==> src/rtl/pixel_gamma_scale_clamp_macros.svh <==
// Assertion macros shared by the pixel gain and clamp RTL.
// Depends on nothing; the asserting module must have clk and arst_n in scope.
`ifndef PIXEL_GAMMA_SCALE_CLAMP_MACROS_SVH
`define PIXEL_GAMMA_SCALE_CLAMP_MACROS_SVH

`ifndef SYNTH

// expr must never be true outside reset
`define PGSC_ASSERT_NEVER(lbl, expr) \
	lbl: assert property (@(posedge clk) disable iff (!arst_n) !(expr)) \
		else $error("pgsc assertion failed");

// when ante holds, cons must hold in the next cycle
`define PGSC_ASSERT_NEXT(lbl, ante, cons) \
	lbl: assert property (@(posedge clk) disable iff (!arst_n) (ante) |=> (cons)) \
		else $error("pgsc assertion failed");

`else

`define PGSC_ASSERT_NEVER(lbl, expr)
`define PGSC_ASSERT_NEXT(lbl, ante, cons)

`endif

`endif

==> src/rtl/pgsc_pkg.sv <==
// Shared types, constants and register indexes for the pixel gain and clamp block.
// Used by pgsc_front, pgsc_fifo, pgsc_back and pixel_gamma_scale_clamp.
`timescale 1ns / 1ps
`default_nettype none

package pgsc_pkg;

	localparam int BYTE_W      = 8;
	localparam int GAIN_W      = 16;
	localparam int BPP_W       = 8;
	localparam int CFG_IDX_W   = 8;
	localparam int CFG_DATA_W  = 16;
	localparam int PROD_W      = BYTE_W + GAIN_W;
	localparam int REM_W       = 2 * BYTE_W;
	localparam int DIV_STEPS   = BYTE_W;
	localparam int PIX_DATA_W  = 4 * BYTE_W;

	localparam int PGSC_FIFO_DEPTH = 4;

	localparam logic [CFG_IDX_W-1:0] REG_GAIN = CFG_IDX_W'(0);
	localparam logic [CFG_IDX_W-1:0] REG_BPP  = CFG_IDX_W'(1);

	localparam logic [GAIN_W-1:0] GAIN_RESET = GAIN_W'(256);
	localparam logic [BPP_W-1:0]  BPP_RESET  = BPP_W'(32);
	localparam logic [BPP_W-1:0]  BPP_24     = BPP_W'(24);
	localparam logic [BPP_W-1:0]  BPP_32     = BPP_W'(32);

	// 255.0 in 16.8 fixed point: scaled channels above this get clamped
	localparam logic [PROD_W-1:0] BYTE_MAX_Q8 = PROD_W'(255 * 256);

	typedef enum logic [1:0] {
		MODE_BYPASS,
		MODE_PLAIN,
		MODE_CLAMP
	} mode_t;

	// One classified pixel between front and back.
	// For bypass and plain pixels the bytes are final; for clamp pixels
	// they are the raw colour bytes and dmax is the largest of them.
	typedef struct packed {
		mode_t             mode;
		logic [BYTE_W-1:0] red;
		logic [BYTE_W-1:0] green;
		logic [BYTE_W-1:0] blue;
		logic [BYTE_W-1:0] dmax;
		logic [BYTE_W-1:0] alpha;
		logic              last;
	} qentry_t;

	// One stage of the back-end divider pipeline
	typedef struct packed {
		mode_t             mode;
		logic [REM_W-1:0]  rem_r;
		logic [REM_W-1:0]  rem_g;
		logic [REM_W-1:0]  rem_b;
		logic [BYTE_W-1:0] q_r;
		logic [BYTE_W-1:0] q_g;
		logic [BYTE_W-1:0] q_b;
		logic [BYTE_W-1:0] dmax;
		logic [BYTE_W-1:0] alpha;
		logic              last;
	} div_stage_t;

	// Queue status seen by front and back
	typedef struct packed {
		logic full;
		logic empty;
	} qstat_t;

endpackage

`default_nettype wire

==> src/rtl/pgsc_front.sv <==
// Front end: configuration registers, pixel intake and classification.
// Depends on pgsc_pkg; feeds pgsc_fifo.
`timescale 1ns / 1ps
`default_nettype none

module pgsc_front
	import pgsc_pkg::*;
(
	input  wire logic                  clk,
	input  wire logic                  arst_n,
	input  wire logic                  cfg_valid,
	output logic                       cfg_ready,
	input  wire logic [CFG_IDX_W-1:0]  cfg_index,
	input  wire logic [CFG_DATA_W-1:0] cfg_data,
	input  wire logic                  in_valid,
	output logic                       in_ready,
	input  wire logic [PIX_DATA_W-1:0] in_data,
	input  wire logic                  in_last,
	input  wire qstat_t                qstat,
	output logic                       push,
	output qentry_t                    push_data
);

	logic [GAIN_W-1:0] gain_q;
	logic [BPP_W-1:0]  bpp_q;

	logic              vld_s1;
	logic [BYTE_W-1:0] red_s1, green_s1, blue_s1, alpha_s1, cmax_s1;
	logic              last_s1, bypass_s1;

	logic              vld_s2;
	qentry_t           ent_s2;

	logic              adv;
	logic [BYTE_W-1:0] red_in, green_in, blue_in, alpha_in, max_rg;
	logic [PROD_W-1:0] prod_r, prod_g, prod_b, prod_m;
	qentry_t           ent_nxt;

	assign cfg_ready = 1'b1;

	always_ff @(posedge clk or negedge arst_n) begin
		if (!arst_n) begin
			gain_q <= GAIN_RESET;
			bpp_q  <= BPP_RESET;
		end else if (cfg_valid) begin
			case (cfg_index)
				REG_GAIN: gain_q <= cfg_data;
				REG_BPP:  bpp_q  <= cfg_data[BPP_W-1:0];
				default:  ;
			endcase
		end
	end

	// whole front advances together; it only stalls on a full queue
	assign adv      = !vld_s2 || !qstat.full;
	assign in_ready = adv;
	assign push     = vld_s2 && !qstat.full;
	assign push_data = ent_s2;

	assign red_in   = in_data[BYTE_W-1:0];
	assign green_in = in_data[2*BYTE_W-1:BYTE_W];
	assign blue_in  = in_data[3*BYTE_W-1:2*BYTE_W];
	assign alpha_in = in_data[4*BYTE_W-1:3*BYTE_W];
	assign max_rg   = (green_in > red_in) ? green_in : red_in;

	always_ff @(posedge clk or negedge arst_n) begin
		if (!arst_n) begin
			vld_s1 <= 1'b0;
			vld_s2 <= 1'b0;
		end else if (adv) begin
			vld_s1 <= in_valid;
			vld_s2 <= vld_s1;
		end
	end

	always_ff @(posedge clk) begin
		if (adv) begin
			red_s1    <= red_in;
			green_s1  <= green_in;
			blue_s1   <= blue_in;
			alpha_s1  <= alpha_in;
			last_s1   <= in_last;
			cmax_s1   <= (blue_in > max_rg) ? blue_in : max_rg;
			bypass_s1 <= !(bpp_q inside {BPP_24, BPP_32});
			ent_s2    <= ent_nxt;
		end
	end

	// scaled max compares like the max of the scaled channels
	assign prod_r = PROD_W'(red_s1) * PROD_W'(gain_q);
	assign prod_g = PROD_W'(green_s1) * PROD_W'(gain_q);
	assign prod_b = PROD_W'(blue_s1) * PROD_W'(gain_q);
	assign prod_m = PROD_W'(cmax_s1) * PROD_W'(gain_q);

	always_comb begin
		ent_nxt.dmax  = cmax_s1;
		ent_nxt.alpha = alpha_s1;
		ent_nxt.last  = last_s1;
		if (bypass_s1) begin
			ent_nxt.mode  = MODE_BYPASS;
			ent_nxt.red   = red_s1;
			ent_nxt.green = green_s1;
			ent_nxt.blue  = blue_s1;
		end else if (prod_m > BYTE_MAX_Q8) begin
			ent_nxt.mode  = MODE_CLAMP;
			ent_nxt.red   = red_s1;
			ent_nxt.green = green_s1;
			ent_nxt.blue  = blue_s1;
		end else begin
			ent_nxt.mode  = MODE_PLAIN;
			ent_nxt.red   = prod_r[2*BYTE_W-1:BYTE_W];
			ent_nxt.green = prod_g[2*BYTE_W-1:BYTE_W];
			ent_nxt.blue  = prod_b[2*BYTE_W-1:BYTE_W];
		end
	end

endmodule

`default_nettype wire

==> src/rtl/pgsc_fifo.sv <==
// Short queue of classified pixels between front and back end.
// Depends on pgsc_pkg and the assertion macros header.
`timescale 1ns / 1ps
`default_nettype none

`include "pixel_gamma_scale_clamp_macros.svh"

module pgsc_fifo
	import pgsc_pkg::*;
#(
	parameter int DEPTH = PGSC_FIFO_DEPTH
) (
	input  wire logic    clk,
	input  wire logic    arst_n,
	input  wire logic    push,
	input  wire qentry_t push_data,
	input  wire logic    pop,
	output qentry_t      pop_data,
	output qstat_t       qstat
);

	localparam int PTR_W = (DEPTH > 1) ? $clog2(DEPTH) : 1;
	localparam int CNT_W = $clog2(DEPTH + 1);

	qentry_t          mem_q [DEPTH];
	logic [PTR_W-1:0] wr_ptr_q, rd_ptr_q;
	logic [CNT_W-1:0] cnt_q;

	assign qstat.full  = (cnt_q == CNT_W'(DEPTH));
	assign qstat.empty = (cnt_q == '0);
	assign pop_data    = mem_q[rd_ptr_q];

	always_ff @(posedge clk) begin
		if (push) begin
			mem_q[wr_ptr_q] <= push_data;
		end
	end

	always_ff @(posedge clk or negedge arst_n) begin
		if (!arst_n) begin
			wr_ptr_q <= '0;
			rd_ptr_q <= '0;
			cnt_q    <= '0;
		end else begin
			if (push) begin
				wr_ptr_q <= (wr_ptr_q == PTR_W'(DEPTH - 1)) ? '0 : wr_ptr_q + PTR_W'(1);
			end
			if (pop) begin
				rd_ptr_q <= (rd_ptr_q == PTR_W'(DEPTH - 1)) ? '0 : rd_ptr_q + PTR_W'(1);
			end
			case ({push, pop})
				2'b10:   cnt_q <= cnt_q + CNT_W'(1);
				2'b01:   cnt_q <= cnt_q - CNT_W'(1);
				default: ;
			endcase
		end
	end

	`PGSC_ASSERT_NEVER(a_no_push_full, push && qstat.full)
	`PGSC_ASSERT_NEVER(a_no_pop_empty, pop && qstat.empty)
	`PGSC_ASSERT_NEXT(a_push_fills, push && !pop, !qstat.empty)

endmodule

`default_nettype wire

==> src/rtl/pgsc_back.sv <==
// Back end: pipelined restoring divider for clamped pixels and output register.
// Depends on pgsc_pkg; pops classified pixels from pgsc_fifo.
`timescale 1ns / 1ps
`default_nettype none

module pgsc_back
	import pgsc_pkg::*;
(
	input  wire logic                  clk,
	input  wire logic                  arst_n,
	input  wire qstat_t                qstat,
	input  wire qentry_t               pop_data,
	output logic                       pop,
	output logic                       out_valid,
	input  wire logic                  out_ready,
	output logic [PIX_DATA_W-1:0]      out_data,
	output logic                       out_last
);

	div_stage_t st_s [DIV_STEPS+1];
	logic       vld_s [DIV_STEPS+1];
	div_stage_t nxt [DIV_STEPS+1];
	logic       adv;

	function automatic void div_bit(
		input  logic [REM_W-1:0]  rem_in,
		input  logic [REM_W-1:0]  trial,
		output logic [REM_W-1:0]  rem_out,
		output logic              qbit
	);
		qbit    = (rem_in >= trial);
		rem_out = qbit ? (rem_in - trial) : rem_in;
	endfunction

	// the last stage is the output register; stall everything while it is held
	assign adv       = !vld_s[DIV_STEPS] || out_ready;
	assign pop       = adv && !qstat.empty;
	assign out_valid = vld_s[DIV_STEPS];
	assign out_data  = {st_s[DIV_STEPS].alpha, st_s[DIV_STEPS].q_b,
		st_s[DIV_STEPS].q_g, st_s[DIV_STEPS].q_r};
	assign out_last  = st_s[DIV_STEPS].last;

	always_comb begin
		logic [REM_W-1:0] trial;
		logic             qb;
		logic [REM_W-1:0] rem;

		// load: dividend is c * 255, quotient starts empty for clamp pixels
		nxt[0].mode  = pop_data.mode;
		nxt[0].dmax  = pop_data.dmax;
		nxt[0].alpha = pop_data.alpha;
		nxt[0].last  = pop_data.last;
		nxt[0].rem_r = {pop_data.red, BYTE_W'(0)} - REM_W'(pop_data.red);
		nxt[0].rem_g = {pop_data.green, BYTE_W'(0)} - REM_W'(pop_data.green);
		nxt[0].rem_b = {pop_data.blue, BYTE_W'(0)} - REM_W'(pop_data.blue);
		if (pop_data.mode == MODE_CLAMP) begin
			nxt[0].q_r = '0;
			nxt[0].q_g = '0;
			nxt[0].q_b = '0;
		end else begin
			nxt[0].q_r = pop_data.red;
			nxt[0].q_g = pop_data.green;
			nxt[0].q_b = pop_data.blue;
		end

		// one quotient bit per stage, most significant first
		for (int i = 1; i <= DIV_STEPS; i++) begin
			nxt[i] = st_s[i-1];
			trial  = REM_W'(st_s[i-1].dmax) << (DIV_STEPS - i);
			rem    = '0;
			qb     = 1'b0;
			if (st_s[i-1].mode == MODE_CLAMP) begin
				div_bit(st_s[i-1].rem_r, trial, rem, qb);
				nxt[i].rem_r = rem;
				nxt[i].q_r[DIV_STEPS-i] = qb;
				div_bit(st_s[i-1].rem_g, trial, rem, qb);
				nxt[i].rem_g = rem;
				nxt[i].q_g[DIV_STEPS-i] = qb;
				div_bit(st_s[i-1].rem_b, trial, rem, qb);
				nxt[i].rem_b = rem;
				nxt[i].q_b[DIV_STEPS-i] = qb;
			end
		end
	end

	always_ff @(posedge clk or negedge arst_n) begin
		if (!arst_n) begin
			for (int i = 0; i <= DIV_STEPS; i++) begin
				vld_s[i] <= 1'b0;
			end
		end else if (adv) begin
			vld_s[0] <= pop;
			for (int i = 1; i <= DIV_STEPS; i++) begin
				vld_s[i] <= vld_s[i-1];
			end
		end
	end

	always_ff @(posedge clk) begin
		if (adv) begin
			for (int i = 0; i <= DIV_STEPS; i++) begin
				st_s[i] <= nxt[i];
			end
		end
	end

endmodule

`default_nettype wire

==> src/rtl/pixel_gamma_scale_clamp.sv <==
// RGB gain with hue-preserving clamp. Takes one pixel per clock on the input
// stream and gives one result per clock on the output stream once the pipe is
// full, as long as the output is not stalled. The rate is set by the fully
// pipelined 8-stage restoring divider in the back end, which retires one
// quotient bit of all three channels per stage, and by the front end's single
// stage of four 8x16 gain multipliers. The queue between the two lets the
// intake keep taking pixels while the output is stalled, until it fills. The user
// is to write configuration (gain, pixel size) only while idle; nothing checks it.
`timescale 1ns / 1ps
`default_nettype none

module pixel_gamma_scale_clamp
	import pgsc_pkg::*;
#(
	parameter int FIFO_DEPTH = PGSC_FIFO_DEPTH
) (
	input  wire logic                  clk,
	input  wire logic                  arst_n,
	input  wire logic                  cfg_valid,
	output logic                       cfg_ready,
	input  wire logic [CFG_IDX_W-1:0]  cfg_index,
	input  wire logic [CFG_DATA_W-1:0] cfg_data,
	input  wire logic                  s_axis_tvalid,
	output logic                       s_axis_tready,
	// red_in [7:0], green_in [15:8], blue_in [23:16], alpha_in [31:24]
	input  wire logic [PIX_DATA_W-1:0] s_axis_tdata,
	input  wire logic                  s_axis_tlast,
	output logic                       m_axis_tvalid,
	input  wire logic                  m_axis_tready,
	// red_out [7:0], green_out [15:8], blue_out [23:16], alpha_out [31:24]
	output logic [PIX_DATA_W-1:0]      m_axis_tdata,
	output logic                       m_axis_tlast
);

	qstat_t  qstat;
	logic    push, pop;
	qentry_t push_data, pop_data;

	pgsc_front u_front (
		.clk       (clk),
		.arst_n    (arst_n),
		.cfg_valid (cfg_valid),
		.cfg_ready (cfg_ready),
		.cfg_index (cfg_index),
		.cfg_data  (cfg_data),
		.in_valid  (s_axis_tvalid),
		.in_ready  (s_axis_tready),
		.in_data   (s_axis_tdata),
		.in_last   (s_axis_tlast),
		.qstat     (qstat),
		.push      (push),
		.push_data (push_data)
	);

	pgsc_fifo #(
		.DEPTH (FIFO_DEPTH)
	) u_fifo (
		.clk       (clk),
		.arst_n    (arst_n),
		.push      (push),
		.push_data (push_data),
		.pop       (pop),
		.pop_data  (pop_data),
		.qstat     (qstat)
	);

	pgsc_back u_back (
		.clk       (clk),
		.arst_n    (arst_n),
		.qstat     (qstat),
		.pop_data  (pop_data),
		.pop       (pop),
		.out_valid (m_axis_tvalid),
		.out_ready (m_axis_tready),
		.out_data  (m_axis_tdata),
		.out_last  (m_axis_tlast)
	);

endmodule

`default_nettype wire
==> config.mk <==
export PLATFORM = sky130hd
export DESIGN_NAME = pixel_gamma_scale_clamp
export DESIGN_NICKNAME = d
export VERILOG_FILES = /design/src/rtl/pgsc_pkg.sv /design/src/rtl/pgsc_front.sv /design/src/rtl/pgsc_fifo.sv /design/src/rtl/pgsc_back.sv /design/src/rtl/pixel_gamma_scale_clamp.sv
export VERILOG_INCLUDE_DIRS = /design/src /design/src/rtl
export SDC_FILE = /design/constraint.sdc
export NUM_CORES = 2
export LEC_CHECK = 0
export ABC_AREA = 1
export BUFFER_PORTS_ARGS = -buffer_cell sky130_fd_sc_hd__buf_2
export CAP_MARGIN = 20
export CORE_MARGIN = 8
export CORE_UTILIZATION = 60
export CTS_CLUSTER_SIZE = 16
export DETAILED_ROUTE_END_ITERATION = 7
export MAX_ROUTING_LAYER = met4
export PLACE_DENSITY_LB_ADDON = 0.3
export RECOVER_POWER = 100
export REMOVE_ABC_BUFFERS = 1
export SKIP_LAST_GASP = 1
export SLEW_MARGIN = 25
export SYNTH_ARGS = -nofsm -noshare
export SYNTH_HDL_FRONTEND = slang
export SYNTH_SLANG_ARGS = --single-unit
==> constraint.sdc <==
create_clock -name clk -period 58.7 [get_ports clk]
set_clock_uncertainty 0.15 [all_clocks]
set_input_delay 2.935 -clock clk [delete_from_list [all_inputs] [get_ports clk]]
set_output_delay 2.935 -clock clk [all_outputs]
set_load 0.1 [all_outputs]
# Word level (Yosys, flattened, before mapping)
# Memories as Yosys holds them, arrays and structs flattened.
# Cells that the tools add are included.
[totals] out_inout_bits=36 ramBits=991 ff_bits=127 memories=2 elab_cells=193 inputBits=62
[memory_table] name="u_back.st_s" words=9 word_bits=91 read_ports=9 rd_ports_with_merged_regs=0 write_ports=9 line_no="pgsc_back.sv:20" rtl="div_stage_t st_s [DIV_STEPS+1];"
[memory_table] name="u_fifo.mem_q" words=4 word_bits=43 read_ports=1 rd_ports_with_merged_regs=0 write_ports=1 line_no="pgsc_fifo.sv:25" rtl="qentry_t mem_q [DEPTH];"
[classes] n_lt_le_gt_ge=27 n_mul=4 n_eq_ne=17 n_reduce_logical=15 n_mux=67 n_addsub=31
[ops] operator="$mux W16" n=24
[ops] operator="$mux W48" n=7
[ops] operator="$sub A16 B8 Y16" n=6
[ops] operator="$mux W49" n=1
[ops] operator="$ge A16 B10 Y1" n=3
[ops] operator="$ge A16 B11 Y1" n=3
[ops] operator="$ge A16 B12 Y1" n=3
[ops] operator="$ge A16 B13 Y1" n=3
[ops] operator="$ge A16 B14 Y1" n=3
[ops] operator="$ge A16 B15 Y1" n=3
[ops] operator="$ge A16 B8 Y1" n=3
[ops] operator="$ge A16 B9 Y1" n=3
[ops] operator="$mul A8 B16 Y16" n=3
[ops] operator="$mux W24" n=2
[ops] operator="$sub A16 B10 Y16" n=3
[ops] operator="$sub A16 B11 Y16" n=3
[ops] operator="$sub A16 B12 Y16" n=3
[ops] operator="$sub A16 B13 Y16" n=3
[ops] operator="$sub A16 B14 Y16" n=3
[ops] operator="$sub A16 B15 Y16" n=3
[ops] operator="$sub A16 B9 Y16" n=3
[ops] operator="$mux W1" n=27
[ops] operator="$mux W26" n=1
[ops] operator="$eq A2 B2 Y1 const B" n=12
[ops] operator="21 further kinds" n=33

# Depth between registers and ports, before layout
[depth] ltp_word=5 depth_mapped=33 ltp_nobuf=30

# Modules after synthesis
# From an unflattened synthesis, not the netlist that was laid out.
[unflattened] cells_unflattened=7133 area_unflattened_um2=65900.7
[modules_own_cells] module="pgsc_back" instances=1 cells_each=4280 area_per_inst_um2=41024.3 seq_area_each_um2=23077.1
[modules_own_cells] module="pgsc_front" instances=1 cells_each=2297 area_per_inst_um2=17515.5 seq_area_each_um2=3205.6
[modules_own_cells] module="pgsc_fifo" instances=1 cells_each=556 area_per_inst_um2=7360.8 seq_area_each_um2=5340.1

# Worst setup path before layout
# Ideal clock, no wire load.
[synth_path] path_kind="input to register" start="in m_axis_tready" end="mem u_back.st_s[0][0] (netlist name) (enable)" arrival_time_ns=17.179 path_slack_ns=35.429 setup_ns=5.942 path_buffers=1 cell_stages=3 required_ns=52.608 cell_sequence="nor2_1 > clkbuf_1 > clkinv_1"
[synth_rtl] item="from (decl)" line_no="pixel_gamma_scale_clamp.sv:29" rtl="input wire logic m_axis_tready,"
[synth_rtl] item="to (decl)" line_no="pgsc_back.sv:20"

==> flow_metrics.env <==
export IMPL_outcome="finished with violations"
export IMPL_violations="capacitance limit, slew limit"
export IMPL_clk_pin_slew_ns=0.06
export IMPL_synth_seq_cells=1060
export IMPL_power_frac_clock_pct=19.0
export IMPL_fp_row_count=117
export IMPL_coreArea_sq_mm=0.1017
export IMPL_cp_end_kind="flop"
export IMPL_grt_pass1_wl_microns=209100
export IMPL_r2r_start="u_back.out_valid$_DFFE_PN0P_"
export IMPL_p_leak_nw=30.71
export IMPL_min_path_type="reg -> reg"
export IMPL_antenna_found_initial=1
export IMPL_grt_pass1_vias=41020
export IMPL_r2r_cells=6
export IMPL_dieWidth_microns=336.0
export IMPL_hold_viol=0
export IMPL_port_buffers=96
export IMPL_setup_viol=0
export IMPL_start_util_pct=60.39
export IMPL_layout_min_cycle_time_ns=18.28
export IMPL_fin_nets=6726
export IMPL_drtIter0Drc=2345
export IMPL_final_cell_mix="nand2_1, inv_1, edfxtp_1"
export IMPL_crit_arrival_ns=18.33
export IMPL_ys_async_sr_fraction_pct=3.962
export IMPL_grt_start_max_net_pins=175
export IMPL_tns_ns=0
export IMPL_syn_area_per_cell_sq_um=10.21
export IMPL_sw_frac_of_total_pct=39.99
export IMPL_numCtsBuffers=108
export IMPL_seq_area_frac_synth_pct=51.47
export IMPL_synthCells=6018
export IMPL_p_switching_mw=1.571
export IMPL_overflow=0
export IMPL_critPathLaunchType="input port"
export IMPL_final_core_util_pct=65.63
export IMPL_grt_util_all_layers_pct=23.98
export IMPL_drtPass1Iterations=5
export IMPL_place_gp_congestion=0.9572
export IMPL_finalCritPeriodShare_pct=31.14
export IMPL_cp_max_fo=174
export IMPL_drtAntennaViolNets=0
export IMPL_dr_total_vias=40290
export IMPL_die_h_microns=336.0
export IMPL_via_per_inst=5.360
export IMPL_reg2reg_slack_ns=42.30
export IMPL_dp_cells=7315
export IMPL_drt_total_wl_microns=131000
export IMPL_crit_required_ns=58.75
export IMPL_cts_buffer_depth=3
export IMPL_htreeDepth=3
export IMPL_maxCapViolations=15
export IMPL_syn_area_sq_mm=0.06144
export IMPL_path_class="in -> reg"
export IMPL_final_common_cell="nand2_1"
export IMPL_ir_drop_mv=0.05508
export IMPL_min_to="u_back.st_s[0][206]$_DFFE_PP_"
export IMPL_p_int_mw=2.358
export IMPL_holdBufCountCts=0
export IMPL_area_growth_pct=8.675
export IMPL_startpoint="m_axis_tready"
export IMPL_r2r_end="u_back.st_s[0][570]$_DFFE_PP_"
export IMPL_holdPathStages=0
export IMPL_cts_root_buffer="clkbuf_16"
export IMPL_fin_cells=7518
export IMPL_rsz0062_at_grt="no"
export IMPL_post_cts_buffers=0
export IMPL_finalPower_mw=3.929
export IMPL_wl_per_cell_microns=17.42
export IMPL_cts_tree="done"
export IMPL_synth_edf_count=1018
export IMPL_slew_violations=1101
export IMPL_hold_path_startpoint="u_back.st_s[0][115]$_DFFE_PP_"
export IMPL_yosysUniqueCellTypes=71
export IMPL_synthFlopType="edfxtp_1"
export IMPL_tightestPinTransition_ns=8.439
export IMPL_clk_latency_ns=0.71
export IMPL_drc_errors=0
export IMPL_pwr_share_comb_pct=40.4
export IMPL_max_clock_freq_mhz=54.71
export IMPL_dieArea_sq_mm=0.1129
export IMPL_yosys_warnings=0
export IMPL_seq_power_share_pct=40.6
export IMPL_top_level_ports=98
export IMPL_post_cts_resized=0
export IMPL_power_density_mw_per_mm2=58.84
export IMPL_hpwlAfterDp_microns=97860
export IMPL_drive_gt1_share_pct=4.993
export IMPL_relSlewSlack_pct=-462.6
export IMPL_cts_num_sinks=1060
[state kept, by name, summed over array words and instances (netlist names)]
register and count:
u_front.bpp_q 8, u_front.red_s1 8, u_front.vld_s2 1, u_fifo.wr_ptr_q 2, u_fifo.cnt_q 3, u_back.out_valid 1, u_front.bypass_s1 1, u_fifo.mem_q 172
u_fifo.rd_ptr_q 2, u_front.cmax_s1 8, u_front.green_s1 8, u_front.blue_s1 8, u_front.alpha_s1 8, u_back.vld_s 8, u_front.last_s1 1, u_back.st_s 761
u_front.gain_q 16, u_front.vld_s1 1, u_front.push_data 43
[power groups by stage]
| stage | sequential [mW] | combinational [mW] | clock [mW] |
|---|---|---|---|
| CTS | 1.57 | 1.60 | 0.763 |
| detailed placement | 1.58 | 1.59 | 0 |
| global placement | 1.57 | 1.55 | 0 |
| finish | 1.59 | 1.59 | 0.748 |
| global route | 1.63 | 1.79 | 0.792 |
| floorplan | 1.69 | 1.10 | 0 |
[critical path, cell delays in order]
cell	delay [ns]
buf_2	0.07
nor2_1	0.13
clkinvlp_2	2.90
clkbuf_1	2.67
clkbuf_1	5.93
clkbuf_1	3.26
[worst max-delay path by stage]
stage,slack [ns],cells after the start,end
after floorplan,35.38,2,u_back.st_s[0][0]$_DFFE_PP_
after global placement,51.79,6,u_back.st_s[0][495]$_DFFE_PP_
after detailed placement,51.71,6,u_back.st_s[0][205]$_DFFE_PP_
after CTS,52.19,24,u_front.push_data[18]$_DFFE_PP_
after global routing,38.75,6,u_back.st_s[0][669]$_DFFE_PP_
final,40.42,6,u_back.st_s[0][570]$_DFFE_PP_
[layout make-up]
class / count / area, sq um
Antenna cell: 1 / 2.502
Tap cell: 1368 / 1712
Fill cell: 7823 / 34970
Multi-Input combinational cell: 3717 / 24950
Clock inverter: 83 / 1226
Sequential cell: 1060 / 31620
Inverter: 1036 / 3890
Timing Repair Buffer: 134 / 623.1
Clock buffer: 119 / 2744
[cells in the mapped netlist, drive strengths merged (3+ instances only)]
cell type	count	area, sq um
clkbuf	135	511.7
a2111oi	3	26.28
o2111ai	6	52.55
nand3b	21	157.7
o221ai	4	35.03
inv	1035	3885
nand2	1436	5470
fa	283	5665
o21ai	354	1787
and3	4	25.02
a41oi	3	26.28
a21oi	200	1016
ha	324	4054
o22ai	19	118.9
nand3	145	748.2
a31oi	13	81.33
a21boi	6	45.04
xor2	160	1401
and2	4	25.02
mux2	8	90.09
a32oi	8	70.07
a211oi	11	82.58
or2	9	56.30
nor3	52	260.3
buf	70	432.9
o311ai	5	43.80
xnor2	97	849.6
nor3b	4	30.03
o31ai	9	67.56
edfxtp	1018	30570
o211ai	37	277.8
nor2	349	1384
a32o	14	140.1
nand4	54	337.8
o21a	9	67.56
nor4	23	143.9
a21o	15	112.6
o21bai	11	82.58
dfrtp	40	1001
[routing by layer]
layer | track usage [%] | wire length (microns)
met5 | - | 0
met1 | 24.81 | 47360
met4 | 13.38 | 8472
met2 | 44.37 | 70170
met3 | 2.435 | 4981
[cells by family after synthesis]
| group | after synthesis | share of synthesized area (%) |
|---|---|---|
| AO/OA/AOI/OAI | 735 | 6.848 |
| buffers and inverters | 1241 | 7.866 |
| flip-flops | 1060 | 51.47 |
| multiplexers | 10 | 0.1792 |
| adder cells (fa/ha/maj) | 607 | 15.82 |
| other | 1 | 0.006103 |
| XOR/XNOR | 257 | 3.663 |
| AND/OR/NAND/NOR | 2107 | 14.15 |
[per-stage QoR]
| step | setup slack (ns) | hold WS (ns) | cell area [sq um] |
|---|---|---|---|
| detailed placement | 51.71 | 0.2545 | 63080 |
| finish | 40.42 | 0.2432 | 66770 |
| CTS | 52.19 | 0.2357 | 67050 |
| floorplan | 35.38 | 0.2503 | 60500 |
| global placement | 51.79 | 0.2503 | 63010 |
| global route | 38.75 | 0.2386 | 66770 |
No activity file was read; power rests on OpenSTA's default activity.
